## src/sv/hduart_pkg.sv

```systemverilog
// ----------------------------------------------------------------------------
// hduart_pkg
// Shared widths, reset values, line modes and the result layout for the
// half-duplex 8N1 serial core.
// ----------------------------------------------------------------------------
package hduart_pkg;

   localparam int BYTE_W          = 8;
   localparam int CFG_W           = 16;
   localparam int REQ_DATA_W      = 16;
   localparam int RSP_DATA_W      = 16;
   localparam int BIT_IDX_W       = 4;
   localparam int DATA_BITS_DEF   = 8;
   localparam int TICK_WIDTH_DEF  = 16;

   localparam logic [CFG_W-1:0] BIT_TICKS_RESET = 16'd104;

   typedef enum logic [2:0] {
      MODE_IDLE = 3'b001,
      MODE_TX   = 3'b010,
      MODE_RX   = 3'b100
   } mode_type;

   // first field in the highest bit
   typedef struct packed {
      logic              send_refused;
      logic              frame_error;
      logic [BYTE_W-1:0] rx_data;
      logic              rx_valid;
      logic              rx_busy;
      logic              tx_busy;
      logic              tx_pin;
   } rsp_fields_type;

   localparam int RSP_FIELDS_W = $bits(rsp_fields_type);

endpackage

```

## src/sv/half_duplex_uart_8n1_core.sv

```systemverilog
// ----------------------------------------------------------------------------
// half_duplex_uart_8n1_core
// Half-duplex 8N1 serial port, advanced by one timer tick per request beat.
// ----------------------------------------------------------------------------
// Usage:
//   Each req beat is one timer tick. req_tuser set asks to send the byte in
//   req_tdata[7:0]; req_tdata[8] is the sampled receive line. Each req beat
//   yields exactly one rsp beat with the transmit level, busy flags, any
//   received byte with its frame error, and a refused-send flag.
//   csr_data sets the ticks per bit period; write it only while idle.
//   csr_ready is always high.
// Registers and throughput:
//   A beat passes an input register and then a result register before it
//   shows on rsp_tvalid. One beat per cycle is sustained while rsp_tready
//   stays high; the state update between the two registers is combinational.
// Reset:
//   Line idle, transmit level high, ticks per bit 104, both registers empty.
// Stall:
//   While rsp_tready is low the result holds, one more beat waits in the
//   input register, and req_tready drops until the result is taken.
// ----------------------------------------------------------------------------
module half_duplex_uart_8n1_core #(
   parameter int DATA_BITS  = hduart_pkg::DATA_BITS_DEF,
   parameter int TICK_WIDTH = hduart_pkg::TICK_WIDTH_DEF
) (
   input  logic                             clock,
   input  logic                             reset,
   input  logic                             req_tvalid,
   output logic                             req_tready,
   input  logic [hduart_pkg::REQ_DATA_W-1:0] req_tdata,  // send_byte, rx_pin
   input  logic                             req_tuser,  // req_type
   output logic                             rsp_tvalid,
   input  logic                             rsp_tready,
   // tx_pin, tx_busy, rx_busy, rx_valid, rx_data, frame_error, send_refused
   output logic [hduart_pkg::RSP_DATA_W-1:0] rsp_tdata,
   input  logic                             csr_valid,
   output logic                             csr_ready,
   input  logic [hduart_pkg::CFG_W-1:0]      csr_data
);
   import hduart_pkg::*;

   localparam int CMP_W = ((TICK_WIDTH > CFG_W) ? TICK_WIDTH : CFG_W) + 1;

   logic                     in_valid_ff, in_valid_in;
   logic                     in_req_ff;
   logic [BYTE_W-1:0]        in_byte_ff;
   logic                     in_pin_ff;
   logic                     rsp_valid_ff, rsp_valid_in;
   rsp_fields_type           rsp_ff, rsp_in;
   logic [CFG_W-1:0]         bit_ticks_ff;

   mode_type                 mode_ff, mode_in;
   logic [TICK_WIDTH-1:0]    count_ff, count_in;
   logic [BIT_IDX_W-1:0]     idx_ff, idx_in;
   logic [BYTE_W-1:0]        tx_shift_ff, tx_shift_in;
   logic [BYTE_W-1:0]        rx_shift_ff, rx_shift_in;
   logic                     last_rx_ff;
   logic                     tx_level_ff, tx_level_in;

   logic                     out_adv;
   logic                     fire;
   logic [CMP_W-1:0]         cnt_next;
   logic [CMP_W-1:0]         limit;
   logic                     done;
   logic                     edge_seen;
   logic [BIT_IDX_W-1:0]     idx_inc;
   logic [BIT_IDX_W-1:0]     tx_sel;
   logic [BIT_IDX_W-1:0]     rx_sel;

   assign out_adv     = !rsp_valid_ff || rsp_tready;
   assign req_tready  = !in_valid_ff || out_adv;
   assign fire        = in_valid_ff && out_adv;
   assign csr_ready   = 1'b1;
   assign rsp_tvalid  = rsp_valid_ff;
   assign rsp_tdata   = {(RSP_DATA_W - RSP_FIELDS_W)'(0), rsp_ff};

   assign in_valid_in  = req_tready ? req_tvalid : in_valid_ff;
   assign rsp_valid_in = out_adv ? in_valid_ff : rsp_valid_ff;

   assign cnt_next  = CMP_W'(count_ff) + CMP_W'(1);
   assign edge_seen = last_rx_ff && !in_pin_ff;
   assign idx_inc   = idx_ff + BIT_IDX_W'(1);
   assign tx_sel    = idx_inc - BIT_IDX_W'(1);
   assign rx_sel    = idx_ff - BIT_IDX_W'(1);

   always_comb begin
      limit = CMP_W'(bit_ticks_ff);
      if (mode_ff == MODE_RX && idx_ff == '0) begin
         limit = CMP_W'(bit_ticks_ff >> 1);
      end
   end

   assign done = (cnt_next >= limit) || cnt_next[TICK_WIDTH];

   always_comb begin
      mode_in     = mode_ff;
      count_in    = count_ff;
      idx_in      = idx_ff;
      tx_shift_in = tx_shift_ff;
      rx_shift_in = rx_shift_ff;
      tx_level_in = tx_level_ff;
      rsp_in      = '0;
      unique case (mode_ff)
         MODE_TX: begin
            rsp_in.send_refused = in_req_ff;
            count_in = done ? '0 : cnt_next[TICK_WIDTH-1:0];
            if (done) begin
               idx_in = idx_inc;
               if (idx_inc >= BIT_IDX_W'(1) && idx_inc <= BIT_IDX_W'(DATA_BITS)) begin
                  tx_level_in = tx_shift_ff[tx_sel[2:0]];
               end else if (idx_inc == BIT_IDX_W'(DATA_BITS + 1)) begin
                  tx_level_in = 1'b1;
               end else begin
                  tx_level_in = 1'b1;
                  mode_in     = MODE_IDLE;
                  idx_in      = '0;
                  tx_shift_in = '0;
               end
            end
         end
         MODE_RX: begin
            rsp_in.send_refused = in_req_ff;
            count_in = done ? '0 : cnt_next[TICK_WIDTH-1:0];
            if (done) begin
               if (idx_ff == '0) begin
                  idx_in = BIT_IDX_W'(1);
               end else if (idx_ff <= BIT_IDX_W'(DATA_BITS)) begin
                  rx_shift_in[rx_sel[2:0]] = in_pin_ff;
                  idx_in = idx_inc;
               end else begin
                  rsp_in.rx_valid    = 1'b1;
                  rsp_in.rx_data     = rx_shift_ff;
                  rsp_in.frame_error = !in_pin_ff;
                  mode_in            = MODE_IDLE;
                  idx_in             = '0;
               end
            end
         end
         default: begin
            mode_in = MODE_IDLE;
            if (edge_seen) begin
               rsp_in.send_refused = in_req_ff;
               mode_in     = MODE_RX;
               count_in    = '0;
               idx_in      = '0;
               rx_shift_in = '0;
            end else if (in_req_ff) begin
               mode_in     = MODE_TX;
               count_in    = '0;
               idx_in      = '0;
               tx_shift_in = in_byte_ff;
               tx_level_in = 1'b0;
            end
         end
      endcase
      rsp_in.tx_pin  = tx_level_in;
      rsp_in.tx_busy = (mode_in == MODE_TX);
      rsp_in.rx_busy = (mode_in == MODE_RX);
   end

   always_ff @(posedge clock) begin
      if (reset) begin
         in_valid_ff  <= 1'b0;
         rsp_valid_ff <= 1'b0;
         bit_ticks_ff <= BIT_TICKS_RESET;
         mode_ff      <= MODE_IDLE;
         count_ff     <= '0;
         idx_ff       <= '0;
         tx_shift_ff  <= '0;
         rx_shift_ff  <= '0;
         last_rx_ff   <= 1'b1;
         tx_level_ff  <= 1'b1;
      end else begin
         in_valid_ff  <= in_valid_in;
         rsp_valid_ff <= rsp_valid_in;
         if (csr_valid) begin
            bit_ticks_ff <= csr_data;
         end
         if (fire) begin
            mode_ff     <= mode_in;
            count_ff    <= count_in;
            idx_ff      <= idx_in;
            tx_shift_ff <= tx_shift_in;
            rx_shift_ff <= rx_shift_in;
            last_rx_ff  <= in_pin_ff;
            tx_level_ff <= tx_level_in;
         end
      end
   end

   always_ff @(posedge clock) begin
      if (req_tready && req_tvalid) begin
         in_req_ff  <= req_tuser;
         in_byte_ff <= req_tdata[BYTE_W-1:0];
         in_pin_ff  <= req_tdata[BYTE_W];
      end
      if (fire) begin
         rsp_ff <= rsp_in;
      end
   end

endmodule

```

## config.mk

```make
export PLATFORM = sky130hd
export DESIGN_NAME = half_duplex_uart_8n1_core
export DESIGN_NICKNAME = d
export VERILOG_FILES = /design/src/sv/hduart_pkg.sv /design/src/sv/half_duplex_uart_8n1_core.sv
export SDC_FILE = /design/constraint.sdc
export NUM_CORES = 1
export LEC_CHECK = 0
export BUFFER_PORTS_ARGS = -buffer_cell sky130_fd_sc_hd__buf_4
export CAP_MARGIN = 0
export CORE_MARGIN = 3
export CORE_UTILIZATION = 63
export CTS_CLUSTER_SIZE = 12
export DETAILED_ROUTE_END_ITERATION = 16
export MAX_ROUTING_LAYER = met4
export PLACE_DENSITY = 0.93
export SYNTH_ARGS = -nofsm -noshare
export SYNTH_HDL_FRONTEND = slang
export SYNTH_SLANG_ARGS = --single-unit
```

## constraint.sdc

```tcl
create_clock -name clock -period 5.7 [get_ports clock]
set_input_delay 0.855 -clock clock [delete_from_list [all_inputs] [get_ports clock]]
set_output_delay 0.855 -clock clock [all_outputs]
set_load 0.1 [all_outputs]
```

==> impl_results.md, run 1 <==
* Total congestion overflow at 0
* H-Tree Depth at 3
* Die Y at 91.7 um
* Largest net degree at the start of global routing at 42
* Count leader, synth: dfxtp_1
* Mapped Cells at 493
* Post-synth EDFFs at 24
* Dpl cells at 608
* Clock sink total at 83
* Worst-Skew Late Latency at 350 ps
* Worst min path class: flop to flop
* Final min period at 4530 ps
* Mapped Area at 4620 sq um
* Crit Path Class: flop to flop
* CP Cell Sequence: inv_1, ha_1, nand2_1, nor2_1, nand2_1, buf_4, mux2_2, ha_1, nand2b_1, a41o_1, a211oi_1, o211ai_1, buf_4, nor4_4, a22o_1
* Routed WL per cell at 16.4 um
* Worst Path Required at 6000 ps
* Worst Path Buf+Inv at 3
* Unrepaired setup endpoints after global routing: no
* Clock Pin Slew Worst Setup and Hold Paths at 80 ps
* Non-filler cells, final at 624
* HPWL after DPL at 7100 um
* Worst Skew at 13.9 ps
* Area Overhead vs Synth at 11.3%
* CTS tree: built
* Routability cong. at 0.907
* Fmax at 0.221 GHz
* Leak Pwr at 2.21 nW
* P per Cell Area at 234 nW/um^2
* Average via count per standard cell at 6.28
* Largest area contributor in the synthesized netlist: dfxtp_1
* Synth warn at 0
* Post-CTS setup buffer count at 0
* Nets at 581
* Total CTS buffers at 9
* IO Count at 57
* Critical path launch point type: flop
* Total track usage at 25.2%
* Global-route wire length before repair at 16900 um
* Run status: finished, final reports clean
* Clk root buf: clkbuf_8
* Core area at 6940 sq um
* Register area share after synthesis at 41.1%
* Fin worst setup slack at 1170 ps
* Worst IR Drop VDD at 215 uV
* Synth cell count leaders: dfxtp_1 (59), nand2_1 (54), nor2_1 (40)
* Fill cell count at 486
* Max_cap viols at 0
* CTS Buffer Depth at 2
* Worst-Margin Slew at 1220 ps
* Antenna-violating nets left at 0
* Worst slack, placed at 1290 ps
* Synth async-reset ratio at 0%
* Hold slack at 456 ps
* Endpoint type of the worst setup path: flop
* Slowest-stage cell, CP: nor4_4
* Final hold viol count at 0
* Main synth FF type: dfxtp_1
* Yosys reg bits at 83
* Worst path max stage delay at 680 ps
* Die Wd at 91.7 um
* Area share of the largest cell type after synthesis at 25.5%
* Layout cells sized above 1 at 14.4%
* CP Max Fanout at 16
* Row cnt at 30
* Starting Density at 66.6%
* Detailed Route WL at 10200 um
* Fin crit share at 79.4%
* Initial antenna violation count at 0
* Cts hold-fix bufs at 0
* Setup_tns at 0 ps
* Fin. max-slew vios at 0
* Unique masters post-synth at 63
* Drt initial violations at 385
* PostCTS Resize Cnt at 0
* Largest cells by area after synthesis: dfxtp_1 (26%), edfxtp_1 (16%), mux2i_1 (6.9%), ha_1 (5.4%), nand2_1 (4.4%)
* CP arrival at 4820 ps
* Power consumption at 1.21 mW
* First-pass DRT Iterations at 5
* Vias at 3918
* DRC at 0
* Diode count at 0
* I/O Buffers at 46
* Endpoints failing setup at 0
* CP delay by family, top: simple AND/OR/NAND/NOR gates
* Vias in the first global route at 3623
* Slew HR at 17.8%
* Mean Syn Cell Area at 9.38 sq um
* Die area at 8400 sq um
cells in the final DEF (no fill, tap or decap), drive strengths merged, types with 14 or more instances in the layout:
master	n
a22o	14
nand3	22
edfxtp	24
buf	50
a21oi	16
o21ai	18
dfxtp	59
nor2	43
ha	20
nand2	54
mux2i	32
per-layer routing:
metal	GRT usage, %	share of wire (%)	wire, um	vias up
met5	-	0	0	-
met4	10.9	2.3	235	0
met3	3.77	6.1	619	24
met2	40.5	49	5050	146
met1	31.7	42	4320	1870
li1	-	-	-	1878
path summary, 6_finish.rpt:
check,start,end,slack (ps),depth (start not counted)
worst max register to register,idx_ff[0]$_SDFFE_PP0P_,count_ff[12]$_SDFFE_PP0P_,1170,15
worst max-delay path,idx_ff[0]$_SDFFE_PP0P_,count_ff[12]$_SDFFE_PP0P_,1170,15
worst min-delay path,in_byte_ff[7]$_DFFE_PP_,tx_shift_ff[7]$_SDFFE_PP0P_,460,2
worst min register to register,in_byte_ff[7]$_DFFE_PP_,tx_shift_ff[7]$_SDFFE_PP0P_,460,2
logic make-up (layout without fill, tap and decap cells):
logic type / Yosys count / after routing / share of synthesized area [%]
AOI/OAI and AO/OA: 107 / 107 / 17.4
xor gates and xnor gates: 16 / 16 / 3.03
adders and majority gates: 20 / 20 / 5.41
buffers and inverters: 41 / 75 / 4.06
DFF: 83 / 83 / 41.1
muxes: 36 / 36 / 8.39
other: 2 / 3 / 0.162
and+or+nand+nor: 188 / 188 / 20.4
layout make-up:
cell class,instances,area [sq um],share of cell area (%)
inverters,9,33.8,0.656
clock buffers,13,160,3.11
multi-input cells,370,2540,49.3
clock inverters,3,18.8,0.365
repair buffers,50,375,7.29
well taps,96,120,2.33
flip-flops and latches,83,1900,36.9
metrics by stage:
stage	cell area [sq um]	utilization (%)
6_report	5150	74.1
5_1_grt	5150	74.1
4_1_cts	5150	74.1
3_5_place_dp	4970	71.5
3_3_place_gp	4970	71.5
2_1_floorplan	4630	-
flip-flops by register name, indices dropped and copies added (netlist names):
signal        flops
mode_ff           3
in_valid_ff       1
in_byte_ff        8
last_rx_ff        1
rx_shift_ff       8
rsp_tdata        14
in_pin_ff         1
tx_level_ff       1
bit_ticks_ff     16
tx_shift_ff       8
count_ff         16
rsp_tvalid        1
idx_ff            4
in_req_ff         1
worst reg2reg max path: stages, from the launching register on:
cell,delay (ps)
dfxtp_1,600
inv_1,250
ha_1,360
nand2_1,120
nor2_1,70
nand2_1,110
buf_4,280
mux2_2,390
ha_1,280
nand2b_1,140
a41o_1,240
a211oi_1,350
o211ai_1,130
buf_4,210
nor4_4,690
a22o_1,260
where the power goes:
part	total (mW)	internal, mW	switching (mW)
sequential	0.643	0.628	0.0154
combinational	0.166	0.0541	0.112
clock	0.396	0.187	0.210
total	1.21	0.869	0.337
Power figures use the tool's default switching activity.
==> inputs of run 2 (changes only) <==
- CORE_UTILIZATION: 63 -> 53
- PLACE_DENSITY: 0.93 -> 0.84
- clock period: 5.7 -> 3.96 ns (I/O delays scaled with it)
==> run 2 against run 1 <==
Sequential cell count stayed put. Global-route usage is 3.8 points lower. Sequential share of layout area is 1.1 points lower. Register-to-register slack worse by 780 ps. Non-clock buffer count is 10 higher. Utilization is 10 points lower. Die area is 18% higher. Maximum frequency is 27% higher. Sequential power is 44% higher. Largest power group unchanged. Design area is 3.1% higher. Setup slack worse by 780 ps. Clock power is 76% higher.
==> impl_results.md, run 2 (same netlist as run 1, synthesis figures left out) <==
* Worst hold start: req_tdata[5]
* Vias in the first global route at 3626 (+0.083%)
* Diode count at 0 (unchanged)
* Fin crit share at 90.1% (+11 points)
* Drt initial violations at 299 (-22%)
* Unrepaired setup endpoints after global routing: no
* CP Cell Sequence: ha_1, nand4_1, nor2_2, nand2_1, xnor2_1, ha_1, nand3_1, nor2_1, nand3_1, o211a_2, buf_4, a211oi_2, o21ai_0
* Critical path launch point type: flop
* Die Wd at 99.4 um (+8.4%)
* Slowest-stage cell, CP: dfxtp_1
* CTS Buffer Depth at 2 (unchanged)
* Cell depth of the worst flop-to-flop path at 13 (-2)
* Clock sink total at 83 (unchanged)
* HPWL after DPL at 7020 um (-1.0%)
* Setup_tns at 0 ps (unchanged)
* Global-route wire length before repair at 16900 um (about the same)
* Total congestion overflow at 0 (unchanged)
* Fin. max-slew vios at 0 (unchanged)
* Commonest non-fill, non-tap cell in the layout: dfxtp_1
* I/O Buffers at 46 (unchanged)
* Run status: finished, final reports clean
* Area Overhead vs Synth at 14.8%
* Vias at 3891 (-0.69%)
* Antenna-violating nets left at 0 (unchanged)
* Worst IR Drop VDD at 264 uV (+23%)
* P per Cell Area at 351 nW/um^2 (+50%)
* Fill cell count at 661 (+36%)
* Routed WL per cell at 15.6 um (-5.0%)
* DRC at 0 (unchanged)
* Worst-Skew Late Latency at 350 ps (about the same)
* First-pass DRT Iterations at 5 (unchanged)
* Routability cong. at 0.854 (-5.8%)
* Slew HR at 24.7% (+6.9 points)
* Worst Path Buf+Inv at 1 (-2)
* Reg2Reg Setup Slack at 390 ps (-780 ps)
* Reg-to-reg critical path startpoint: count_ff[0]$_SDFFE_PP0P_
* H-Tree Depth at 3 (unchanged)
* Worst path max stage delay at 450 ps (-230 ps)
* Cts hold-fix bufs at 0 (unchanged)
* CP arrival at 3800 ps (-1020 ps)
* Die area at 9880 sq um (+18%)
* Worst min path class: input port to flop
* Total track usage at 21.3% (-3.8 points)
* PostCTS Resize Cnt at 0 (unchanged)
* Total CTS buffers at 9 (unchanged)
* Worst Path Required at 4190 ps (-1810 ps)
* Worst Skew at 7.54 ps (-6.39 ps)
* Clk root buf: clkbuf_8
* IO Count at 57 (unchanged)
* CP delay by family, top: simple AND/OR/NAND/NOR gates
* Worst-Margin Slew at 1120 ps (-102 ps)
* Post-CTS setup buffer count at 0 (unchanged)
* Max_cap viols at 0 (unchanged)
* Endpoints failing setup at 0 (unchanged)
* Layout cells sized above 1 at 16.5% (+2.1 points)
* Fmax at 0.280 GHz (+27%)
* Clock Pin Slew Worst Setup and Hold Paths at 90 ps (about the same)
* Most frequent cells in the layout: dfxtp_1 (59), buf_4 (58), nand2_1 (54), nor2_1 (40), mux2i_1 (32)
* Row cnt at 33 (+10%)
* Final hold viol count at 0 (unchanged)
* Final min period at 3570 ps (-958 ps)
* Multi-input gate area at 2540 sq um (unchanged)
* Die Y at 99.4 um (+8.4%)
* Leak Pwr at 2.29 nW (+3.6%)
* Initial antenna violation count at 0 (unchanged)
* Average via count per standard cell at 6.05 (-3.6%)
* Crit Path Class: flop to flop
* Endpoint type of the worst setup path: flop
* Register area at 1900 sq um (unchanged)
* Core area at 8340 sq um (+20%)
* CTS tree: built
* Detailed Route WL at 10000 um (-2.2%)
* Power consumption at 1.86 mW (+55%)
* Reg2reg end: tx_shift_ff[1]$_SDFFE_PP0P_
* Largest net degree at the start of global routing at 42 (unchanged)
* Starting Density at 55.4% (-11 points)
* Nets at 591 (+1.7%)
* WHS Path Cells at 1 (-1)
* Worst-case hold path end point: in_byte_ff[5]$_DFFE_PP_
* CP Max Fanout at 9 (-7)
[run 2: cell count changes in the layout (fill, tap and decap cells not counted), sizes merged]
cell / delta
buf: +10
clkbuf: -4
inv: +1
bufinv: +2
clkinv: +1
[run 2: through the flow]
| step | util [%] | hold slack, ps | instance area (sq um) | worst slack [ps] | cells |
|---|---|---|---|---|---|
| finish | 63.6 | 407 | 5310 | 392 | 643 |
| global route | 63.6 | 380 | 5310 | 113 | 643 |
| CTS | 63.6 | 391 | 5310 | 427 | 643 |
| detailed placement | 60.9 | 433 | 5080 | 536 | 627 |
| global placement | 60.9 | 426 | 5080 | 673 | 627 |
| floorplan | - | 418 | 4630 | 431 | 494 |
[run 2: worst max-delay path by stage]
stage                             start                          end  slack, ps  cells past startpoint
2_1_floorplan    idx_ff[0]$_SDFFE_PP0P_     count_ff[2]$_SDFFE_PP0P_        430                     17
3_3_place_gp   count_ff[4]$_SDFFE_PP0P_  rx_shift_ff[7]$_SDFFE_PP0P_        670                     13
3_5_place_dp   count_ff[0]$_SDFFE_PP0P_  tx_shift_ff[3]$_SDFFE_PP0P_        540                     13
4_1_cts        count_ff[0]$_SDFFE_PP0P_  tx_shift_ff[2]$_SDFFE_PP0P_        430                     13
5_1_grt        count_ff[0]$_SDFFE_PP0P_  tx_shift_ff[5]$_SDFFE_PP0P_        110                     13
6_report       count_ff[0]$_SDFFE_PP0P_  tx_shift_ff[1]$_SDFFE_PP0P_        390                     13
[run 2: layout make-up]
class	instances	share of cell area [%]
multi-input cells	370	47.8
flip-flops and latches	83	35.8
repair buffers	60	8.96
well taps	105	2.48
clock buffers	9	2.33
clock inverters	7	1.96
inverters	9	0.636
[run 2: power breakdown]
| part | internal, mW | leakage (nW) | switching, mW |
|---|---|---|---|
| Combinational | 0.0806 | 1.47 | 0.162 |
| Clock | 0.365 | 0.115 | 0.333 |
| Sequential | 0.904 | 0.704 | 0.0198 |
[run 2: layer usage]
layer,vias to the layer above,global-route usage (%),wire (um)
met5,-,-,0
met1,1854,27.1,4390
met2,122,34.7,4940
li1,1900,-,-
met3,15,3.37,505
met4,0,7.56,166
[run 2: worst register-to-register path, delay by kind of cell, from the launching register on]
family	cells	cell delay [ps]
fa+ha+maj	2	580
flops	1	450
buf+inv	1	200
xor+xnor	1	160
compound gates	3	910
simple gates	6	1140
